### src/abeacc_pkg.sv
`timescale 1ns / 1ps
// ----------------------------------------------------------------------------
// abeacc_pkg
// Shared types, constants and the arctangent table for the angle bend
// energy accumulator.
// ----------------------------------------------------------------------------
package abeacc_pkg;

    localparam int MUL_W     = 48;
    localparam int PROD_W    = 64;
    localparam int CORD_W    = 34;
    localparam int CORD_FRAC = 30;
    localparam int ANG_W     = 26;

    localparam logic [23:0] LIN_K   = 24'd9432760;
    localparam logic [23:0] BEND_K  = 24'd367790;
    localparam logic [23:0] CUBIC_K = 24'd117441;

    localparam logic signed [ANG_W-1:0]  DEG90  = 26'sd5898240;
    localparam logic signed [ANG_W-1:0]  DEG180 = 26'sd11796480;
    localparam logic signed [PROD_W-1:0] F_ONE  = 64'sd16777216;
    localparam logic signed [PROD_W-1:0] T_MAX  = 64'sd549755813887;
    localparam logic signed [PROD_W-1:0] T_MIN  = -64'sd549755813888;

    localparam logic [1:0] STAT_OK   = 2'd0;
    localparam logic [1:0] STAT_BOTH = 2'd1;
    localparam logic [1:0] STAT_ONE  = 2'd2;

    typedef enum logic [3:0] {
        ST_IDLE,
        ST_MUL,
        ST_MULW,
        ST_CHK,
        ST_SQRT,
        ST_DIV,
        ST_COS,
        ST_CORD,
        ST_ANG,
        ST_FIN
    } state_t;

    typedef enum logic [3:0] {
        MOP_SQ,
        MOP_THR,
        MOP_DEN,
        MOP_KC,
        MOP_LIN,
        MOP_CC,
        MOP_D2,
        MOP_P,
        MOP_Q,
        MOP_F,
        MOP_TERM
    } mop_t;

    typedef enum logic [1:0] {
        RT_LEN1,
        RT_LEN2,
        RT_SIN
    } root_t;

    typedef struct packed {
        logic                     start;
        logic signed [MUL_W-1:0]  a;
        logic signed [MUL_W-1:0]  b;
    } mul_req_t;

    typedef struct packed {
        logic                     done;
        logic signed [PROD_W-1:0] p;
    } mul_rsp_t;

    // atan(2^-i) in degrees, 2^-16 units
    function automatic logic [21:0] atan_deg(input logic [4:0] i);
        logic [21:0] v;
        begin
            case (i)
                5'd0:    v = 22'd2949120;
                5'd1:    v = 22'd1740967;
                5'd2:    v = 22'd919879;
                5'd3:    v = 22'd466945;
                5'd4:    v = 22'd234379;
                5'd5:    v = 22'd117304;
                5'd6:    v = 22'd58666;
                5'd7:    v = 22'd29335;
                5'd8:    v = 22'd14668;
                5'd9:    v = 22'd7334;
                5'd10:   v = 22'd3667;
                5'd11:   v = 22'd1833;
                5'd12:   v = 22'd917;
                5'd13:   v = 22'd458;
                5'd14:   v = 22'd229;
                5'd15:   v = 22'd115;
                5'd16:   v = 22'd57;
                5'd17:   v = 22'd29;
                5'd18:   v = 22'd14;
                5'd19:   v = 22'd7;
                5'd20:   v = 22'd4;
                5'd21:   v = 22'd2;
                5'd22:   v = 22'd1;
                default: v = 22'd0;
            endcase
            return v;
        end
    endfunction

endpackage

### src/abeacc_mul.sv
`timescale 1ns / 1ps
// ----------------------------------------------------------------------------
// abeacc_mul
// Shared bit-serial signed multiplier: magnitudes by shift and add, one
// multiplier bit per cycle, sign applied at the end.
// ----------------------------------------------------------------------------
module abeacc_mul (
    input  logic                 clk,
    input  logic                 rst_n,
    input  abeacc_pkg::mul_req_t req,
    output abeacc_pkg::mul_rsp_t rsp
);
    import abeacc_pkg::*;

    logic                     busy_reg;
    logic                     done_reg;
    logic                     neg_reg;
    logic [PROD_W-1:0]        acc_reg;
    logic [PROD_W-1:0]        mcand_reg;
    logic [MUL_W-1:0]         mplier_reg;
    logic signed [PROD_W-1:0] p_reg;
    logic [MUL_W-1:0]         a_mag;
    logic [MUL_W-1:0]         b_mag;

    assign a_mag = req.a[MUL_W-1] ? (~req.a + 1'b1) : req.a;
    assign b_mag = req.b[MUL_W-1] ? (~req.b + 1'b1) : req.b;

    always_ff @(posedge clk or negedge rst_n)
    begin
        if (!rst_n)
        begin
            busy_reg <= 1'b0;
            done_reg <= 1'b0;
        end
        else
        begin
            done_reg <= 1'b0;
            if (req.start)
            begin
                busy_reg <= 1'b1;
            end
            else if (busy_reg && (mplier_reg == '0))
            begin
                busy_reg <= 1'b0;
                done_reg <= 1'b1;
            end
        end
    end

    always_ff @(posedge clk)
    begin
        if (req.start)
        begin
            acc_reg    <= '0;
            mcand_reg  <= PROD_W'(a_mag);
            mplier_reg <= b_mag;
            neg_reg    <= req.a[MUL_W-1] ^ req.b[MUL_W-1];
        end
        else if (busy_reg)
        begin
            if (mplier_reg == '0)
            begin
                p_reg <= neg_reg ? -$signed(acc_reg) : $signed(acc_reg);
            end
            else
            begin
                if (mplier_reg[0])
                begin
                    acc_reg <= acc_reg + mcand_reg;
                end
                mcand_reg  <= mcand_reg << 1;
                mplier_reg <= mplier_reg >> 1;
            end
        end
    end

    assign rsp.done = done_reg;
    assign rsp.p    = p_reg;

endmodule

### config.mk
export PLATFORM = sky130hd
export DESIGN_NAME = abeacc_mul
export DESIGN_NICKNAME = d
export VERILOG_FILES = /design/src/abeacc_pkg.sv /design/src/abeacc_mul.sv
export SDC_FILE = /design/constraint.sdc
export NUM_CORES = 1
export LEC_CHECK = 0
export BUFFER_PORTS_ARGS = -buffer_cell sky130_fd_sc_hd__buf_2
export CORE_MARGIN = 2
export CORE_UTILIZATION = 40
export DETAILED_ROUTE_END_ITERATION = 8
export GPL_TIMING_DRIVEN = 0
export PLACE_DENSITY = 0.58
export SYNTH_ARGS = -nofsm -noshare
export SYNTH_HDL_FRONTEND = slang
export SYNTH_SLANG_ARGS = --single-unit
### constraint.sdc
create_clock -name clk -period 5.7 [get_ports clk]
set_input_delay 1.14 -clock clk [delete_from_list [all_inputs] [get_ports clk]]
set_output_delay 1.14 -clock clk [all_outputs]
set_load 0.01 [all_outputs]
# Yosys cells after proc, flatten, opt, wreduce, memory -nomap -nowiden
# Index checks and enable logic that the tools add are counted.
dict set report totals {
  latch_bits 0
  out_inout_bits 65
  input_bits 99
  mem_bits_rw 0
  romBits 0
  regBits 243
  elab_cells 39
  memories 0
}
dict set report op_classes {
  bitwise_logic 5
  n_mul 0
  n_lt_le_gt_ge 0
  reduce_logical 8
  n_div 0
  n_mux 13
  addsub 4
  n_eq_ne 1
  shifts 0
}
# op count
set ops {}
lappend ops {{2-to-1 mux 48 bit} 8}
lappend ops {{adder 48 x 1 -> 48 bit, second input constant} 2}
lappend ops {{NOT 48 bit} 2}
lappend ops {{adder 64 bit} 1}
lappend ops {{2-to-1 mux 64 bit} 1}
lappend ops {{negation 64 bit} 1}
lappend ops {{zero test 48 bit} 1}
lappend ops {{AND reduction 3 bit} 2}
lappend ops {{2-to-1 mux 1 bit} 4}
lappend ops {{AND reduction 2 bit} 2}
lappend ops {{nonzero test 2 bit} 2}
lappend ops {{!= test 2 bit, second input constant} 1}
lappend ops {{NOT 1 bit} 2}
lappend ops {{logical AND 1 bit} 1}
lappend ops {{bitwise XOR 1 bit} 1}

# Logic depth before layout (Yosys ltp)
# Gate-level depths: netlist of the first run.
dict set report depth {
  depth_word 4
  ltp_mapped 12
  mapped_depth_nobuf 12
}

# Worst setup path after synthesis of the first run
# Ideal clock, no wire load.
dict set report synth_path {
  kind {input port to flip-flop}
  from {input req[60] in the netlist's numbering}
  to {register mcand_reg[35], data pin}
  arrival_time_ns 4.262
  path_slack_ns 1.168
  stages 11
  n_path_buf 1
  t_required_ns 5.430
  setup_time_ns 0.270
  cell_sequence {or4_4 -> nor4_2 -> or3b_1 -> or3_1 -> or2_1 -> or4_4 -> or4_1 -> buf_2 -> o41ai_4 -> xor2_1 -> a21oi_1}
}
dict set report synth_between {
  elab_chain_cells 4
}
# element line_no
set synth_rtl {}
lappend synth_rtl {{from (decl)} abeacc_mul.sv:10} ;# input abeacc_pkg::mul_req_t req,
lappend synth_rtl {{NOT 48 bit} abeacc_mul.sv:25} ;# assign a_mag = req.a[MUL_W-1] ? (~req.a + 1'b1) : req.a;
lappend synth_rtl {{adder 48 x 1 -> 48 bit} abeacc_mul.sv:25}
lappend synth_rtl {{2-to-1 mux 48 bit} abeacc_mul.sv:25}
lappend synth_rtl {{2-to-1 mux 48 bit} abeacc_mul.sv:52} ;# if (req.start)
lappend synth_rtl {{to (signal assigned)} abeacc_mul.sv:55} ;# mcand_reg <= PROD_W'(a_mag);
lappend synth_rtl {{to (signal assigned)} abeacc_mul.sv:71} ;# mcand_reg <= mcand_reg << 1;
lappend synth_rtl {{to (decl)} abeacc_mul.sv:19} ;# logic [PROD_W-1:0] mcand_reg;
# No other way between the ends.
# A chain may end at the register's enable or synchronous reset.

# Worst setup path after layout of the first run
dict set report layout_path {
  from {register mcand_reg[0]}
  to {register acc_reg[56]}
}
dict set report layout_between {
  elab_chain_cells 1
}
# element line_no
set layout_rtl {}
lappend layout_rtl {{adder 64 bit} abeacc_mul.sv:69} ;# acc_reg <= acc_reg + mcand_reg;
lappend layout_rtl {{to (signal assigned)} abeacc_mul.sv:69}
lappend layout_rtl {{to (decl)} abeacc_mul.sv:18} ;# logic [PROD_W-1:0] acc_reg;
# No other way between the ends.

==> out/results.tsv, run 1 <==
metric	value	unit
clk_lat worst skew	0.56	ns
Overall Power	7.17	mW
Clk pwr share	25.6	%
critical-path maximum fanout	5	
area grow syn2layout	15.8	%
status	completed	
clock buffer count from CTS	26	
Worst Setup Start Kind	flip-flop	
core area	38800	sq um
Post-Syn Area	15800	sq um
Post-layout nets	2114	
internal power	4.41	mW
Seq/Total Area, Yosys	41.1	%
RSZ-0062 raised after global routing	false	
Post-CTS Setup Bufs	0	
H-tree depth	1	
Switching Fraction	38.4	%
number of synthesized flops with an enable pin	161	
power per cell area	392	nW/um^2
final hold slack	0.364	ns
post-cts resize count	0	
Max Cap Violations	0	
VDD IR max	0.177	mV
Hold-fix buffers, CTS	0	
Crit Path Class	reg -> reg	
GR Util met1	32.9	%
Final Hold Fails	0	
via count	13763	
flops & latches, synth	243	
Post-DP HPWL	37.5	mm
critical path required time	6.13	ns
CTS Root Cell	clkbuf_16	
Total GRT Usage	22.7	%
initial DRC count	984	
largest net degree at the start of global routing	52	
utilization after layout	47.1	%
syn avg cell area	8.98	sq um
pre-CTS setup slack	0.687	ns
Async SR Flop Fraction	0.823	%
# port buffers	161	
Pre-antenna DRT Iters	7	
Initial Utilization	40.6	%
drt drc	0	
Gate power share	38.8	%
Final Worst Setup Slack	0.911	ns
Worst slew margin	34.0	%
Setup Skew	0.0167	ns
fraction of layout cells with a size suffix above 1	12.4	%
register area	6490	sq um
clk slew on worst S/H paths	0.06	ns
global route overflow	0	
post-synth cell types	72	
critical path capture point type	flip-flop	
vias per cell	5.51	
WL final	47.2	mm
ANT nets after route	0	
setup TNS	0	ns
area of the multi-input gates	8800	sq um
Final Slew Violations	0	
# IOs	164	
worst slew pin tran	0.991	ns
Die Y	203	um
fin crit share	84.0	%
met2 usage	33.8	%
Setup-failing EPs final	0	
Final min period	4.79	ns
busiest grt layer	met2	
first-pass GRT wire length	73.5	mm
site row count	72	
fillcell total	3814	
Synth Instances	1757	
fmax	209	MHz
CTS tree	done	
Main synth FF type	edfxtp_1	
Final GP Congestion	0.929	
Leakage	7.12	nW
P_sw	2.75	mW
Sink Count	243	
Die ar.	41000	sq um
vias in the first global route	13149	
average wire per cell in the routed design	18.9	um
clk buf depth	3	
Post-Syn Nets	1923	
Global Route met3 Usage	4.72	%
sequential share of power	35.6	%
Synth Warn #	0	
Critical Path AT	5.22	ns
initial antenna violation count	21	
DIE WIDTH	203	um
worst hold path type	in -> async	
cell usage in the layout, fill, tap and decap left out, types with 7 or more instances in the layout:
cell type,count
a211oi_1,14
a21o_1,51
a21oi_1,227
a31oi_1,15
and3_1,12
buf_1,11
buf_2,162
clkbuf_1,92
clkbuf_16,31
clkbuf_8,8
dfxtp_1,80
diode_2,13
edfxtp_1,161
ha_1,66
inv_1,27
nand2_1,204
nand2b_1,8
nand3_1,28
nand4_1,27
nor2_1,145
nor3_1,21
nor4_1,27
o21a_1,9
o21ai_0,90
o21bai_1,15
o31ai_1,47
o31ai_2,9
o41ai_1,26
or2_2,7
or3_1,32
or4_1,24
xnor2_1,92
xor2_1,109
worst paths after layout:
check / startpoint / to / slack [ns] / cells past startpoint
setup / recovery: mcand_reg[0] / acc_reg[56] / 0.91 / 12
hold / removal: rst_n / done_reg / 0.36 / 1
setup reg to reg: mcand_reg[0] / acc_reg[56] / 0.91 / 12
hold reg to reg: mcand_reg[63] / mcand_reg[63] / 0.47 / 2
max in group asynchronous: rst_n / busy_reg / 5.23 / 1
min in group clk: mcand_reg[63] / mcand_reg[63] / 0.47 / 2
final cells by class:
cell class	count	share of cell area [%]
buffer	101	2.14
clock buffer	46	5.02
tap	518	3.55
antenna	13	0.178
multi-input combinational	1385	48.2
sequential	243	35.5
clock inverter	2	0.192
inverter	28	0.575
timing repair buffer	163	4.67
power groups by stage:
stage | registers, mW | clock network (mW) | logic [mW]
after floorplan | 2.40 | 0 | 2.09
after global placement | 2.57 | 0 | 2.72
after detailed placement | 2.57 | 0 | 2.73
after CTS | 2.53 | 1.87 | 2.75
after global routing | 2.58 | 1.94 | 3.11
final | 2.55 | 1.84 | 2.78
critical path, cell delays in order, from the launching register on:
cell,delay (ns)
edfxtp_1,0.50
ha_1,0.25
fa_1,0.24
a211oi_1,0.10
nor2_1,0.22
o21ai_0,0.34
o31ai_1,0.60
a31oi_1,0.17
o21bai_1,0.50
a31oi_1,0.39
o41ai_1,0.84
a31oi_1,0.18
a311o_1,0.35
metrics by stage:
step                cell area [sq um]  std cells
global placement                17200       2436
CTS                             18200       2486
global route                    18300       2494
detailed placement              17300       2438
floorplan                       15800       1757
finish                          18300       2499
logic make-up (layout without fill, tap and decap cells):
logic type | count (synthesis) | count (layout) | share of synthesized area, %
compound gates | 538 | 538 | 21.4
xor+xnor | 201 | 201 | 11.2
fa+ha+maj | 67 | 67 | 5.36
buf+inv | 129 | 340 | 3.15
flops | 243 | 243 | 41.1
mux | 6 | 6 | 0.397
other cells | 0 | 13 | 0
simple gates | 573 | 573 | 17.4
cells in the mapped netlist, types with 5 or more instances:
cell type / n / share of area [%]
a211oi_1: 14 / 0.67
dfxtp_1: 80 / 10
clkbuf_1: 87 / 2.1
nor2b_1: 5 / 0.20
and2_1: 6 / 0.24
ha_1: 66 / 5.2
nand3_1: 28 / 0.89
nand4_1: 27 / 1.1
nor4_1: 27 / 1.1
o21a_1: 9 / 0.43
o41ai_1: 26 / 1.4
inv_1: 27 / 0.64
nand2_1: 205 / 4.9
edfxtp_1: 161 / 31
and3_1: 13 / 0.52
xor2_1: 109 / 6.1
o21ai_0: 90 / 2.9
nor2_1: 145 / 3.4
or3_1: 32 / 1.3
o31ai_1: 47 / 2.2
a21oi_1: 227 / 7.2
nor3_1: 21 / 0.67
nand2b_1: 8 / 0.32
a31oi_1: 15 / 0.59
xnor2_1: 92 / 5.1
o31ai_2: 9 / 0.71
a21o_1: 51 / 2.4
o21bai_1: 15 / 0.71
buf_1: 11 / 0.26
or4_1: 24 / 1.1
or2_2: 7 / 0.28
metal layers:
metal	wire [um]	share of wire, %
met1	22300	47
met3	3870	8.2
met5	131	0.28
met4	1190	2.5
met2	19600	42
Note: power is estimated with default switching activity, not from simulation.
==> run 2, diff against run 1 <==
Settings changed: ABC_AREA set to 1, PLACE_DENSITY 0.58 to 0.59.
Clock period 5.7 ns to 4.3 ns, I/O delays scaled along.
==> out/results.tsv, run 2 <==
metric	value	unit
fmax	292	MHz
Synth Instances	3154	
Die ar.	51900	sq um
CTS Root Cell	clkbuf_16	
# port buffers	162	
fin crit share	79.7	%
Final Slew Violations	0	
Main synth FF type	edfxtp_1	
Final min period	3.43	ns
power per cell area	359	nW/um^2
CTS tree	done	
Post-synth top cells	nand2_1 (1042), inv_1 (531), nor2_1 (394), nand3_1 (170), edfxtp_1 (161)	
Post-Syn Nets	3320	
share of the synthesized area in the top cell type	24.1	%
number of synthesized flops with an enable pin	161	
DIE WIDTH	228	um
area grow syn2layout	13.2	%
reg2reg end	acc_reg[60]	
most frequent cells in the layout	nand2_1 (1041), inv_1 (531), nor2_1 (393)	
# diodes	0	
Sink Count	243	
# IOs	164	
vias in the first global route	19392	
global route overflow	0	
core area	49200	sq um
H-tree depth	1	
first-pass GRT wire length	110	mm
initial DRC count	1546	
area leader, netlist	edfxtp_1	
Setup-failing EPs final	0	
clk buf depth	3	
worst hold path type	in -> async	
Total GRT Usage	27.4	%
Leakage	11.5	nW
Initial Utilization	40.7	%
Final GP Congestion	0.984	
Seq/Total Area, Yosys	32.4	%
Final Hold Fails	0	
syn avg cell area	6.35	sq um
R2R cell count	16	
vias per cell	5.03	
average wire per cell in the routed design	18.1	um
post-cts resize count	0	
Die Y	228	um
post-synth cell types	49	
top post-synthesis cells by area	edfxtp_1 (24%), nand2_1 (20%), inv_1 (10%)	
Hold-fix buffers, CTS	0	
clock buffer count from CTS	29	
via count	20284	
critical-path maximum fanout	68	
clk_lat worst skew	0.60	ns
Final Non-Filler Cells	4035	
Async SR Flop Fraction	0.823	%
status	completed	
Pre-antenna DRT Iters	6	
worst slew pin tran	1.04	ns
drt drc	0	
reg2reg start	mcand_reg[0]	
Post-layout nets	3515	
VDD IR max	0.313	mV
critical path required time	4.57	ns
Post-CTS Setup Bufs	0	
flops & latches, synth	243	
Synth Warn #	0	
RSZ-0062 raised after global routing	false	
Post-Syn Area	20000	sq um
most common cell after layout, fill and taps aside	nand2_1	
largest net degree at the start of global routing	69	
Worst Setup Start Kind	primary input	
critical path capture point type	flip-flop	
fraction of layout cells with a size suffix above 1	8.81	%
Critical Path AT	3.70	ns
placed cells	3982	
WL final	72.9	mm
utilization after layout	46.1	%
R2R setup slack	1.41	ns
Setup Skew	0.0415	ns
site row count	81	
Max Cap Violations	0	
Crit Path Class	in -> reg	
Worst slew margin	30.5	%
Post-DP HPWL	61.5	mm
ANT nets after route	0	
most frequent cell after synthesis	nand2_1	
clk slew on worst S/H paths	0.07	ns
initial antenna violation count	0	
## run 2: changes by cell type after synthesis, sizes merged, moves of 27 or more
cell,change
nor2,+274
o21ai,+70
nand2,+845
o31ai,-52
nand3,+146
xnor2,-81
o41ai,-28
a21oi,-118
clkbuf,-47
a21o,-51
or3,-34
xor2,+34
inv,+515
nor3,+27
## run 2: through the flow
stage                     cell area [sq um]  power (mW)  setup TNS (ns)  setup WS [ns]  hold slack [ns]
after floorplan                       20000        4.76               0         0.0659            0.437
after global placement                21700        5.65         -245.80          -2.11            0.459
after detailed placement              21700        5.67               0          0.269            0.476
after CTS                             22700        8.13               0          0.871           0.0131
after global routing                  22700        8.58               0          0.731           0.0294
final                                 22700        8.13               0          0.873           0.0361
## run 2: logic make-up after synthesis
| logic type | synth area share, % |
|---|---|
| buffers and inverters | 11.6 |
| and+or+nand+nor | 36.7 |
| xor gates and xnor gates | 6.77 |
| DFF | 32.4 |
| adders and majority gates | 4.22 |
| AOI/OAI and AO/OA | 8.25 |
## run 2: layer usage
| metal | up-vias | global-route usage, % | share of wire [%] |
|---|---|---|---|
| li1 | 10277 | - | - |
| met2 | 636 | 46.0 | 45 |
| met1 | 9231 | 37.0 | 46 |
| met4 | 0 | 10.5 | 4.1 |
| met3 | 140 | 1.90 | 4.9 |
| met5 | - | 0 | 0 |
## run 2: power by group
part / internal [mW] / switching (mW) / total, mW
Sequential: 2.75 / 0.263 / 3.01
Clock: 1.42 / 1.04 / 2.46
Combinational: 0.819 / 1.84 / 2.66
## run 2: worst max-delay path by stage
| stage | depth (start not counted) | to | start |
|---|---|---|---|
| 3_5_place_dp | 7 | mcand_reg[5] | req[96] |
| 2_1_floorplan | 5 | mcand_reg[0] | req[96] |
| 6_report | 7 | mcand_reg[10] | req[96] |
| 5_1_grt | 7 | mcand_reg[1] | req[96] |
| 3_3_place_gp | 6 | mcand_reg[5] | req[96] |
| 4_1_cts | 7 | mcand_reg[4] | req[96] |
## run 2: cell type report
| cell class | instances | area, sq um |
|---|---|---|
| Buffer | 67 | 284 |
| Multi-Input combinational cell | 2300 | 11200 |
| Tap cell | 664 | 831 |
| Fill cell | 5267 | 26500 |
| Clock buffer | 41 | 881 |
| Inverter | 544 | 2040 |
| Timing Repair Buffer | 164 | 858 |
| Clock inverter | 12 | 60.1 |
| Sequential cell | 243 | 6490 |
## run 2: worst max-delay path: stages
cell and delay [ns]:
buf_2 0.14, inv_1 0.07, clkbuf_1 0.58, clkbuf_1 0.65
clkbuf_1 0.58, nand2_4 0.39, buf_16 0.34
